File: src/hdl/lwfr_pkg.sv
// Package for the line-of-sight weighting function recurrence core.
// Holds the item type, operation codes, sequencer states and fixed widths.
// No dependencies.
`timescale 1ns / 1ps

package lwfr_pkg;

  localparam logic [24:0] ONE_TR = 25'h1000000;
  localparam int NUM_W = 57;
  localparam int DEN_W = 25;
  localparam logic [5:0] DIV_STEPS = 6'd57;
  localparam logic signed [31:0] W_MAX = 32'sh7FFFFFFF;
  localparam logic signed [31:0] W_MIN = 32'sh80000000;

  typedef enum logic [1:0] {
    OP_NEAR  = 2'd0,
    OP_INNER = 2'd1,
    OP_FAR   = 2'd2,
    OP_SKIP  = 2'd3
  } op_t;

  typedef struct packed {
    op_t                op;
    logic [9:0]         ch;
    logic signed [31:0] meas;
    logic [24:0]        tr;
    logic signed [31:0] s1;
    logic signed [31:0] sq;
  } item_t;

  typedef enum logic [3:0] {
    ST_IDLE,
    ST_READ,
    ST_MUL,
    ST_DIVS,
    ST_DIVW,
    ST_SUM,
    ST_MT,
    ST_ML0,
    ST_ML1,
    ST_DONE
  } state_t;

endpackage

File: src/hdl/lwfr_queue.sv
// Two-entry queue of classified items between front end and sequencer.
// Depends on lwfr_pkg.
`timescale 1ns / 1ps

module lwfr_queue import lwfr_pkg::*; (
  input  logic  clk,
  input  logic  rst,
  input  logic  push,
  input  item_t item_in,
  output logic  full,
  output logic  valid,
  output item_t item_out,
  input  logic  pop
);

  item_t       slots [2];
  logic        wr_ptr;
  logic        rd_ptr;
  logic [1:0]  count;

  assign full = (count == 2'd2);
  assign valid = (count != 2'd0);
  assign item_out = slots[rd_ptr];

  always_ff @(posedge clk) begin
    if (push) begin
      slots[wr_ptr] <= item_in;
    end
  end

  always_ff @(posedge clk) begin
    if (rst) begin
      wr_ptr <= 1'b0;
      rd_ptr <= 1'b0;
      count <= 2'd0;
    end else begin
      if (push) begin
        wr_ptr <= !wr_ptr;
      end
      if (pop) begin
        rd_ptr <= !rd_ptr;
      end
      count <= count + 2'(push) - 2'(pop);
    end
  end

endmodule

File: config.mk
export PLATFORM = sky130hd
export DESIGN_NAME = lwfr_queue
export DESIGN_NICKNAME = d
export VERILOG_FILES = /design/src/hdl/lwfr_pkg.sv /design/src/hdl/lwfr_queue.sv
export SDC_FILE = /design/constraint.sdc
export NUM_CORES = 1
export LEC_CHECK = 0
export ABC_CLOCK_PERIOD_IN_PS = 15000
export BUFFER_PORTS_ARGS = -buffer_cell sky130_fd_sc_hd__buf_2
export CAP_MARGIN = 20
export CORE_MARGIN = 4
export CORE_UTILIZATION = 56
export DETAILED_ROUTE_END_ITERATION = 6
export PLACE_DENSITY = 0.89
export SLEW_MARGIN = 15
export SYNTH_ARGS = -nofsm -noshare
export SYNTH_HDL_FRONTEND = slang
export SYNTH_SLANG_ARGS = --single-unit
File: constraint.sdc
create_clock -name clk -period 15 [get_ports clk]
set_input_delay 3 -clock clk [delete_from_list [all_inputs] [get_ports clk]]
set_output_delay 3 -clock clk [all_outputs]
set_load 0.05 [all_outputs]
After elaboration in Yosys (flattened, before gate mapping)
Memories as Yosys holds them, arrays and structs flattened. A register that Yosys moved wholly into a read port is not among the register bits.
Cells that the tools add are included.
{"block": "word_totals", "reg_bits": 4, "mem_bits_rw": 266, "output_inout_bits": 135, "word_cells": 14, "memories": 1}
{"name": "slots", "depth": 2, "word_bits": 133, "read_ports": 1, "rd_ports_with_merged_regs": 1, "write_ports": 1, "line": "lwfr_queue.sv:16", "text": "item_t slots [2];"}
{"block": "op_classes", "addsub": 2, "n_eq_ne": 1, "mux": 4, "reduce_logical": 3}
{"op": "1-bit two-way mux", "count": 4}
{"op": "2-bit by 1-bit adder with 2-bit output", "count": 1}
{"op": "2-bit equality test (second input constant)", "count": 1}
{"op": "1-bit logical NOT", "count": 2}
{"op": "2-bit nonzero test", "count": 1}
{"op": "2-bit by 1-bit subtractor with 2-bit output", "count": 1}

Depth between registers and ports, before layout
Gate-level depths: netlist of the first run.
{"block": "depth", "ltp_word": 3, "ltp_mapped": 6, "ltp_nobuf": 6}

Least setup slack after synthesis of the first run
No wires, ideal clock.
{"block": "synth_timing", "kind": "input port to flip-flop", "start": "in push", "end": "mem slots[0][0] (netlist bit), enable pin", "setup_ns": 0.643, "arrival_time_ns": 8.762, "path_slack_ns": 5.595, "cell_stages": 1, "path_cell_list": "nor2b_1"}
{"block": "synth_between", "elab_chain_cells": 2}
{"element": "start: declaration", "line": "lwfr_queue.sv:8", "text": "input logic push,"}
{"element": "1-bit two-way mux", "line": "lwfr_queue.sv:26", "text": "if (push) begin"}
{"element": "1-bit two-way mux (not written as such)", "line": "lwfr_queue.sv:27", "text": "slots[wr_ptr] <= item_in;"}
{"element": "end: declaration", "line": "lwfr_queue.sv:16"}
No other way between the ends.

==> results.md, run 1 <==
* Synth top cells by count: 266 x edfxtp_1, 70 x mux2_4, 63 x mux2_2
* Status: completed
* Post-synthesis cell count at 435
* Synth async-reset ratio at 0%
* Pwr per Cell Area at 149 mW/mm²
* Final Critical Period at 6.33 ns
* Fmax at 0.158 GHz
* CP dominant cell by count: buf_4
* Final Cycle Share at 42.2%
* Worst-Skew Late Latency at 0.51 ns
* Maximum vdd ir drop at 0.000122 V
* CTS clk-pin slew, worst paths at 0.06 ns
* CTS buffer count at 26
* Starting Density at 57.8%
* Syn_nets at 574
* Bufs and invs on worst path at 3
* Max incr delay on CP at 0.81 ns
* Chip Width at 142 µm
* First-pass GRT wire length at 29.2 mm
* CP Launch Type: flop
* Largest area contributor in the netlist: edfxtp_1
* WP data arrival at 3.33 ns
* CP Capture Type: output pin
* # clock sinks at 271
* Post-layout util at 71.5%
* Diode count at 0
* Crit path max-delay family: buffers and inverters
* #FFs+latches synth at 271
* CTS tree: yes
* Avg Cell Area, Syn at 23.2 µm²
* Rows at 48
* Share of cells above drive strength 1 at 60.2%
* Vias in the first global route at 5328
* Hpwl dp at 13.2 mm
* Max-cap violation count at 0
* Unrepaired setup endpoints after global routing: no
* DIE HEIGHT at 142 µm
* YS warnings at 0
* Slew headroom at 31.7%
* Hold Path Class: reg -> reg
* Hold path start: rd_ptr
* Endpoints failing setup at 0
* Post-route cell area at 0.0125 mm²
* Final hold vios at 0
* Crit Reg-Reg Startpoint: wr_ptr
* # hold bufs at CTS at 0
* Layout area overhead at 23.7%
* # port buffers at 271
* Total GRT Usage at 18.4%
* Routability Congestion at 0.778
* CP max stage cell: dfxtp_4
* Cell with the most instances after synthesis: edfxtp_1
* Post-CTS Setup Bufs at 0
* Worst slew pin tran at 1.02 ns
* Die footprint at 0.0202 mm²
* Layout Nets at 863
* Cells along the critical path: buf_4, buf_4, mux2_4, buf_2
* CTS root buffer: clkbuf_16
* DR iter-0 viols at 209
* Largest cells by area after synthesis: edfxtp_1 79%, mux2_4 10%, mux2_2 7.0%, buf_6 1.0%, dfxtp_1 0.99%
* Seq/Total Area, Yosys at 80.1%
* Synth unique cells at 14
* Largest net degree at the start of global routing at 78
* Slew Viols, Final at 0
* Clock buffer depth at 3
* Fill cells at 1054
* Grt total ovfl at 0
* Core ar. at 0.0175 mm²
* Placed Instance Area at 0.0117 mm²
* Via density at 5.16
* Final ANT Viol Nets at 0
* Crit-path max FO at 52
* Residual DRC at 0
* Vias at 5002
* Number of antenna violations at the first check in global routing at 1
* H-tree Lvls at 1
* EDFF count, synth at 266
* Post-Syn Area at 0.0101 mm²
* PostCTS Resize Cnt at 0
* IO Count at 272
* Wire per inst at 20.0 µm
* Total negative setup slack at 0 ns
* Ys flop type: edfxtp_1
* Leak Pwr at 4.87 nW
* Worst setup path class: reg -> out
* Post-synth top area share at 79.1%
* Clock Skews at 0.0109 ns
* Crit path required time at 12.00 ns
* Final WL at 19.4 mm
* Initial DRT Pass Iterations at 5
-- layout by cell type, fill, tap and decap left out --
cell type / count
edfxtp_1: 266
dfxtp_4: 1
clkinv_2: 5
bufinv_16: 3
buf_2: 271
xnor2_1: 2
dfxtp_1: 4
nor2b_1: 2
nor2_1: 4
inv_1: 2
mux2_4: 70
ha_1: 2
clkbuf_1: 13
buf_4: 5
nor2b_4: 1
mux2_2: 63
and2_4: 1
xnor3_1: 1
or2_2: 1
clkbuf_16: 27
-- tightest hold or removal path, cell delays in order, from the launching register on --
cell and delay (ns):
dfxtp_1 0.33, xnor2_1 0.10, nor2_1 0.09
-- per-stage QoR --
step | setup slack (ns) | hold WS, ns | total power, mW | cells
after detailed placement | 9.15 | 0.544 | 1.24 | 921
final | 8.67 | 0.556 | 1.86 | 969
after global placement | 9.26 | 0.494 | 1.23 | 921
after CTS | 8.62 | 0.562 | 1.87 | 969
after global routing | 8.47 | 0.582 | 1.92 | 969
after floorplan | 5.60 | 0.480 | 1.17 | 435
-- worst paths after layout --
check	to	slack [ns]	cells past startpoint
worst max-delay path	item_out[82]	8.67	4
worst min register to register	rd_ptr	0.56	2
worst max register to register	slots[1][131]	12.56	2
worst min-delay path	rd_ptr	0.56	2
-- layout make-up --
cell class	instances	area, µm²	area share (%)
Clock inverter	8	115	0.921
Tap cell	225	282	2.25
Sequential cell	271	8090	64.8
Multi-Input combinational cell	147	1880	15.1
Timing Repair Buffer	276	1390	11.2
Inverter	2	7.51	0.0601
Clock buffer	40	724	5.80
-- layer usage --
| layer | share of wire (%) | track usage [%] | vias up |
|---|---|---|---|
| met5 | 0.036 | 0 | - |
| li1 | - | - | 2304 |
| met2 | 52 | 32.3 | 208 |
| met3 | 8.0 | 4.33 | 30 |
| met1 | 38 | 23.0 | 2458 |
| met4 | 1.9 | 5.20 | 2 |
-- state kept, by name (all words and copies together) (netlist names), named ones only --
signal  flops
rd_ptr      1
wr_ptr      1
slots     266
count       2
-- kinds of logic (layout without fill, tap and decap cells) --
family | count (synthesis) | count (layout) | share of synthesized area [%]
flip-flops | 271 | 271 | 80.1
multiplexers | 133 | 133 | 17.4
buffers and inverters | 17 | 326 | 1.38
AND/OR/NAND/NOR | 9 | 9 | 0.458
XOR/XNOR | 3 | 3 | 0.396
adder cells (fa/ha/maj) | 2 | 2 | 0.248
-- power by group --
group,internal [mW],switching (mW)
sequential,0.885,0.0187
clock,0.384,0.251
combinational,0.0976,0.221
total,1.37,0.490
Note: power is estimated with default switching activity, not from simulation.
==> run 2, diff against run 1 <==
--- a/config.mk
+++ b/config.mk
@@ -5,13 +5,14 @@
 export SDC_FILE = /design/constraint.sdc
 export NUM_CORES = 1
 export LEC_CHECK = 0
-export ABC_CLOCK_PERIOD_IN_PS = 15000
+export ABC_AREA = 1
+export ABC_CLOCK_PERIOD_IN_PS = 6500
 export BUFFER_PORTS_ARGS = -buffer_cell sky130_fd_sc_hd__buf_2
 export CAP_MARGIN = 20
 export CORE_MARGIN = 4
-export CORE_UTILIZATION = 56
+export CORE_UTILIZATION = 52
 export DETAILED_ROUTE_END_ITERATION = 6
-export PLACE_DENSITY = 0.89
+export PLACE_DENSITY = 0.84
 export SLEW_MARGIN = 15
 export SYNTH_ARGS = -nofsm -noshare
 export SYNTH_HDL_FRONTEND = slang
==> constraint.sdc (replaced) <==
create_clock -name clk -period 6.5 [get_ports clk]
set_input_delay 1.3 -clock clk [delete_from_list [all_inputs] [get_ports clk]]
set_output_delay 1.3 -clock clk [all_outputs]
set_load 0.05 [all_outputs]
==> run 2 against run 1 <==
  * Wire length down 2.5%
  * Power increased by 130%
  * Via count increased by 1.7%
  * Sequential cell count is the same
  * Critical path type unchanged
  * Largest cell class unchanged
==> results.md, run 2 <==
* CTS tree: yes
* DIE HEIGHT at 147 µm (+3.6%)
* Bufs and invs on worst path at 3 (unchanged)
* Total negative setup slack at 0 ns (unchanged)
* CP Launch Type: flop
* Synth top cells by count: 266 x edfxtp_1, 70 x mux2_4, 63 x mux2_2
* Post-route cell area at 0.0126 mm² (+0.82%)
* #FFs+latches synth at 271 (unchanged)
* Pwr per Cell Area at 334 mW/mm² (+120%)
* Chip Width at 147 µm (+3.6%)
* H-tree Lvls at 1 (unchanged)
* Ys flop type: edfxtp_1
* Diode count at 0 (unchanged)
* Commonest non-fill, non-tap cells in the layout: 271 x buf_2, 266 x edfxtp_1, 70 x mux2_4, 63 x mux2_2, 27 x clkbuf_16
* Final WL at 18.9 mm (-2.5%)
* Initial DRT Pass Iterations at 4 (-1)
* WP data arrival at 2.76 ns (-0.57 ns)
* Reg power frac at 48.9% (+0.2 points)
* Clock Skews at 0.00649 ns (-0.00444 ns)
* Routability Congestion at 0.805 (+3.4%)
* # hold bufs at CTS at 0 (unchanged)
* Avg Cell Area, Syn at 22.7 µm² (-2.2%)
* Largest net degree at the start of global routing at 94 (+21%)
* Hpwl dp at 12.6 mm (-5.0%)
* Worst slew pin tran at 0.816 ns (-0.208 ns)
* Unrepaired setup endpoints after global routing: no
* Post-Syn Area at 0.0101 mm² (about the same)
* Vias in the first global route at 5438 (+2.1%)
* Syn_nets at 584 (+1.7%)
* YS warnings at 0 (unchanged)
* Core ar. at 0.0189 mm² (+8.1%)
* Met2 wire len at 9.45 mm (-5.8%)
* Final Critical Period at 4.06 ns
* CP Capture Type: output pin
* Final ANT Viol Nets at 0 (unchanged)
* Final Cycle Share at 62.5%
* Clock power frac at 34.6% (+0.4 points)
* Placed Instance Area at 0.0117 mm² (+0.65%)
* Hold Path Class: reg -> reg
* Max-cap violation count at 0 (unchanged)
* CTS clk-pin slew, worst paths at 0.06 ns (about the same)
* Total GRT Usage at 16.6% (-1.8 points)
* Routed met3 length at 1.77 mm (+14%)
* CP max stage cell: dfxtp_4
* Largest area contributor in the netlist: edfxtp_1
* Met1 WL at 7.21 mm (-2.7%)
* Layout Nets at 875 (+1.4%)
* Endpoints failing setup at 0 (unchanged)
* Combinational power share at 16.5% (-0.7 points)
* Fill cells at 1288 (+22%)
* Top sig layer: met5
* Crit path required time at 5.20 ns (-6.80 ns)
* Post-CTS Setup Bufs at 0 (unchanged)
* Max incr delay on CP at 0.72 ns (-0.09 ns)
* Crit path max-delay family: buffers and inverters
* Largest cells by area after synthesis: edfxtp_1 79%, mux2_4 10%, mux2_2 7.0%, buf_6 1.0%, dfxtp_1 0.99%
* Seq/Total Area, Yosys at 80.0% (about the same)
* Synth unique cells at 14 (unchanged)
* Residual DRC at 0 (unchanged)
* Largest regs: slots: 266 flops, count: 2 flops
* CTS buffer count at 27 (+3.8%)
* Fmax at 0.246 GHz
* Status: completed
* Maximum vdd ir drop at 0.000258 V (+110%)
* Worst-Skew Late Latency at 0.50 ns (about the same)
* Post-synth top area share at 79.1% (about the same)
* Via density at 5.01 (-3.0%)
* Reg with most FFs: slots
* PostCTS Resize Cnt at 0 (unchanged)
* Slew headroom at 45.6% (+14 points)
* Vias at 5087 (+1.7%)
* Starting Density at 53.5% (-4.3 points)
* Worst setup path class: reg -> out
* Die footprint at 0.0217 mm² (+7.3%)
* Internal power at 3.11 mW (+130%)
* Cells along the critical path: buf_12, buf_4, mux2_2, buf_2
* P_sw at 1.10 mW (+120%)
* # port buffers at 271 (unchanged)
* Leak Pwr at 4.91 nW (+0.93%)
* Slew Viols, Final at 0 (unchanged)
* CTS root buffer: clkbuf_16
* Clock buffer depth at 3 (unchanged)
* IO Count at 272 (unchanged)
* # clock sinks at 271 (unchanged)
* First-pass GRT wire length at 28.4 mm (-2.4%)
* Layout area overhead at 24.7%
* DR iter-0 viols at 162 (-22%)
* Synth async-reset ratio at 0% (unchanged)
* Number of antenna violations at the first check in global routing at 2 (+1)
* Cell with the most instances after synthesis: edfxtp_1
* Post-synthesis cell count at 445 (+2.3%)
* Rows at 50 (+4.2%)
* Largest register FFs at 266 (unchanged)
* Final hold vios at 0 (unchanged)
* Crit-path max FO at 41 (-21%)
* EDFF count, synth at 266 (unchanged)
* Most common cell after layout, fill and taps aside: buf_2
* Wire per inst at 18.6 µm (-7.0%)
* Grt total ovfl at 0 (unchanged)
* Sw Share at 26.0% (-0.36 points)
* Share of cells above drive strength 1 at 59.5% (-0.69 points)
## run 2: cell types whose count changed in the layout (fill, tap and decap cells not counted), moves of 2 or more
cell,previous run,this run
buf_4,5,3
buf_12,0,3
nand2_1,0,5
inv_1,2,7
nor2_1,4,6
nor2b_1,2,0
clkinv_1,0,8
clkbuf_1,13,4
clkinv_2,5,7
## run 2: cell families after synthesis
family,share of synthesized area (%)
and+or+nand+nor,0.545
adders and majority gates,0.248
AOI/OAI and AO/OA,0.0495
DFF,80.0
muxes,17.4
xor gates and xnor gates,0.0867
buffers and inverters,1.60
## run 2: cell type report
class / count / area, µm² / area share (%)
Inverter: 8 / 35.0 / 0.278
Multi-Input combinational cell: 151 / 1860 / 14.8
Timing Repair Buffer: 277 / 1440 / 11.4
Tap cell: 260 / 325 / 2.58
Clock inverter: 18 / 155 / 1.23
Clock buffer: 31 / 691 / 5.48
Sequential cell: 271 / 8090 / 64.2
## run 2: metal layers
metal	GRT usage (%)	vias up
li1	-	2335
met1	20.0	2462
met2	29.3	243
met3	5.27	43
met4	4.10	4
met5	0	-
## run 2: through the flow
stage | power, mW | hold WS [ns] | worst slack (ns) | cells | utilization, %
CTS | 4.25 | 0.538 | 2.23 | 1015 | 66.6
finish | 4.21 | 0.547 | 2.44 | 1016 | 66.7
detailed placement | 2.79 | 0.528 | 2.80 | 966 | 62.1
global route | 4.37 | 0.573 | 2.30 | 1016 | 66.7
floorplan | 2.63 | 0.480 | 1.29 | 445 | -
global placement | 2.77 | 0.493 | 2.85 | 965 | 62.0
## run 2: final timing paths
| kind | to | slack [ns] | startpoint | cells after the start |
|---|---|---|---|---|
| setup / recovery | item_out[27] | 2.44 | flop | 4 |
| setup reg to reg | slots[1][119] | 4.31 | wr_ptr | 3 |
| hold reg to reg | flop | 0.55 | rd_ptr | 2 |
| hold / removal | flop | 0.55 | rd_ptr | 2 |
## run 2: power groups by stage
stage	logic, mW	clock network [mW]	registers [mW]
detailed placement	0.686	0	2.11
global route	0.723	1.58	2.07
CTS	0.689	1.49	2.07
floorplan	0.542	0	2.09
global placement	0.672	0	2.10
finish	0.693	1.46	2.06
## run 2: tightest hold or removal path: stages (launching register included)
cell and delay (ns):
dfxtp_1 0.33, xnor2_1 0.10, nor2_1 0.08
==> run 3, diff against run 2 <==
--- a/config.mk
+++ b/config.mk
@@ -5,8 +5,8 @@
 export SDC_FILE = /design/constraint.sdc
 export NUM_CORES = 1
 export LEC_CHECK = 0
-export ABC_AREA = 1
-export ABC_CLOCK_PERIOD_IN_PS = 6500
+export ABC_AREA = 0
+export ABC_CLOCK_PERIOD_IN_PS = 4240
 export BUFFER_PORTS_ARGS = -buffer_cell sky130_fd_sc_hd__buf_2
 export CAP_MARGIN = 20
 export CORE_MARGIN = 4
==> constraint.sdc (replaced) <==
create_clock -name clk -period 4.24 [get_ports clk]
set_input_delay 0.848 -clock clk [delete_from_list [all_inputs] [get_ports clk]]
set_output_delay 0.848 -clock clk [all_outputs]
set_load 0.05 [all_outputs]
==> run 3 against run 2 <==
  * Hold slack worse by 0.024 ns
  * Sequential cell count unchanged
  * Clock skew up 0.0019 ns
  * Worst setup slack worse by 1.3 ns
  * Die area about the same
  * Highest routed layer unchanged
  * Critical path depth down 1
  * Clock-buffer cell count up 6
  * Largest power group unchanged
==> results.md, run 3 (synthesis gave the netlist of run 1 again) <==
* Status: completed
* CP Capture Type: output pin
* Max-cap violation count at 0 (unchanged)
* Reg with most FFs: slots
* # port buffers at 271 (unchanged)
* Cells along the critical path: buf_12, mux2_2, buf_2
* Largest net degree at the start of global routing at 94 (unchanged)
* Reg power frac at 48.1% (-0.8 points)
* Crit path required time at 3.39 ns (-1.81 ns)
* Hold Path Class: in -> reg
* Total GRT Usage at 17.0% (+0.40 points)
* # clock sinks at 271 (unchanged)
* Crit-path max FO at 55 (+34%)
* P_sw at 1.75 mW (+60%)
* First-pass GRT wire length at 29.1 mm (+2.4%)
* Clock power frac at 34.6% (about the same)
* Crit Reg-Reg Startpoint: wr_ptr
* Clock buffer depth at 3 (unchanged)
* Pwr per Cell Area at 524 mW/mm² (+57%)
* Wire per inst at 19.2 µm (+3.1%)
* Tot Pwr at 6.62 mW (+57%)
* IO Count at 272 (unchanged)
* CP max stage cell: dfxtp_4
* Slew headroom at 44.0% (-1.6 points)
* CTS tree: yes
* Hold WS at 0.523 ns (-0.0239 ns)
* Final WL at 19.3 mm (+2.0%)
* Share of cells above drive strength 1 at 61.1% (+1.6 points)
* Starting Density at 53.5% (about the same)
* Most common cell after layout, fill and taps aside: buf_2
* CP Launch Type: flop
* Grt total ovfl at 0 (unchanged)
* Worst-Skew Late Latency at 0.51 ns (about the same)
* Maximum vdd ir drop at 0.000449 V (+74%)
* Max incr delay on CP at 0.64 ns (-0.08 ns)
* DR iter-0 viols at 241 (+49%)
* Endpoints failing setup at 0 (unchanged)
* Final Critical Period at 3.07 ns
* Unrepaired setup endpoints after global routing: no
* Residual DRC at 0 (unchanged)
* Post-CTS Setup Bufs at 0 (unchanged)
* Via density at 4.97 (-0.67%)
* Combinational power share at 17.3% (+0.8 points)
* H-tree Lvls at 1 (unchanged)
* Chip Width at 147 µm (about the same)
* Vias at 4998 (-1.7%)
* Internal power at 4.87 mW (+56%)
* Routability Congestion at 0.793 (-1.4%)
* Rows at 50 (unchanged)
* Largest regs: slots: 266 flops, count: 2 flops
* Number of antenna violations at the first check in global routing at 3 (+1)
* Initial DRT Pass Iterations at 4 (unchanged)
* Worst setup path class: reg -> out
* Fmax at 0.326 GHz
* Layout Nets at 864 (-1.3%)
* CTS clk-pin slew, worst paths at 0.06 ns (about the same)
* Final Cycle Share at 72.3%
* Vias in the first global route at 5402 (-0.66%)
* Layout area overhead at 25.1%
* Leak Pwr at 4.91 nW (-0.12%)
* Final ANT Viol Nets at 0 (unchanged)
* PostCTS Resize Cnt at 0 (unchanged)
* Sw Share at 26.5% (+0.41 points)
* WP data arrival at 2.22 ns (-0.54 ns)
* CTS buffer count at 26 (-3.7%)
* Diode count at 0 (unchanged)
* Total negative setup slack at 0 ns (unchanged)
* Core ar. at 0.0189 mm² (unchanged)
* DIE HEIGHT at 147 µm (about the same)
* Hpwl dp at 13.1 mm (+4.1%)
* Largest register FFs at 266 (unchanged)
* Commonest non-fill, non-tap cells in the layout: 271 x buf_2, 266 x edfxtp_1, 70 x mux2_4, 63 x mux2_2, 27 x clkbuf_16
* Slew Viols, Final at 0 (unchanged)
* Final hold vios at 0 (unchanged)
* CTS root buffer: clkbuf_16
* Clock Skews at 0.00843 ns (+0.00194 ns)
* Hold path start: item_in[76]
* Die footprint at 0.0217 mm² (about the same)
* Worst slew pin tran at 0.840 ns (+0.0242 ns)
* # hold bufs at CTS at 0 (unchanged)
==> run 3: cell count changes in the layout (fill, tap and decap cells not counted), moves of 3 or more <==
cell	change
clkbuf_8	+6
clkinv_1	-5
clkinv_2	-3
inv_1	-5
nand2_1	-5
==> run 3: worst paths after layout <==
kind / slack (ns) / to / cells after the start
worst max register to register: 2.19 / slots[1][109] / 2
worst max-delay path: 1.17 / item_out[132] / 3
worst min-delay path: 0.52 / slots[1][76] / 1
worst min register to register: 0.53 / flop / 2
==> run 3: cell type report <==
class / count / area (µm²)
tap: 260 / 325
fill: 1276 / 6260
inverter: 2 / 7.51
clock inverter: 11 / 106
timing repair buffer: 277 / 1450
multi-input combinational: 147 / 1880
sequential: 271 / 8090
clock buffer: 37 / 773
==> run 3: worst max-delay path, delay by kind of cell (launching register included) <==
kind                   cells  cell delay, ns
flip-flops                 1            0.64
buffers and inverters      2            0.60
multiplexers               1            0.40
==> run 3: metrics by stage <==
stage / utilization [%] / area [µm²] / cells / setup slack (ns)
after floorplan: - / 10100 / 435 / 0.961
after global placement: 62.2 / 11800 / 957 / 1.68
after detailed placement: 62.2 / 11800 / 957 / 1.61
after CTS: 66.9 / 12600 / 1005 / 1.14
after global routing: 66.9 / 12600 / 1005 / 1.09
final: 66.9 / 12600 / 1005 / 1.17
==> run 3: per-layer routing <==
metal / wire (µm) / vias up / track usage (%)
met5: 36 / - / 0
met4: 393 / 6 / 4.47
met3: 1770 / 35 / 5.34
met2: 9820 / 235 / 29.7
met1: 7250 / 2421 / 20.7
li1: - / 2301 / -
==> run 3: power groups by stage <==
stage | Clock, mW | Sequential, mW | Combinational [mW]
after floorplan | 0 | 3.22 | 0.895
after global placement | 0 | 3.23 | 1.13
after detailed placement | 0 | 3.24 | 1.15
final | 2.29 | 3.18 | 1.15
after CTS | 2.34 | 3.18 | 1.16
after global routing | 2.48 | 3.20 | 1.20
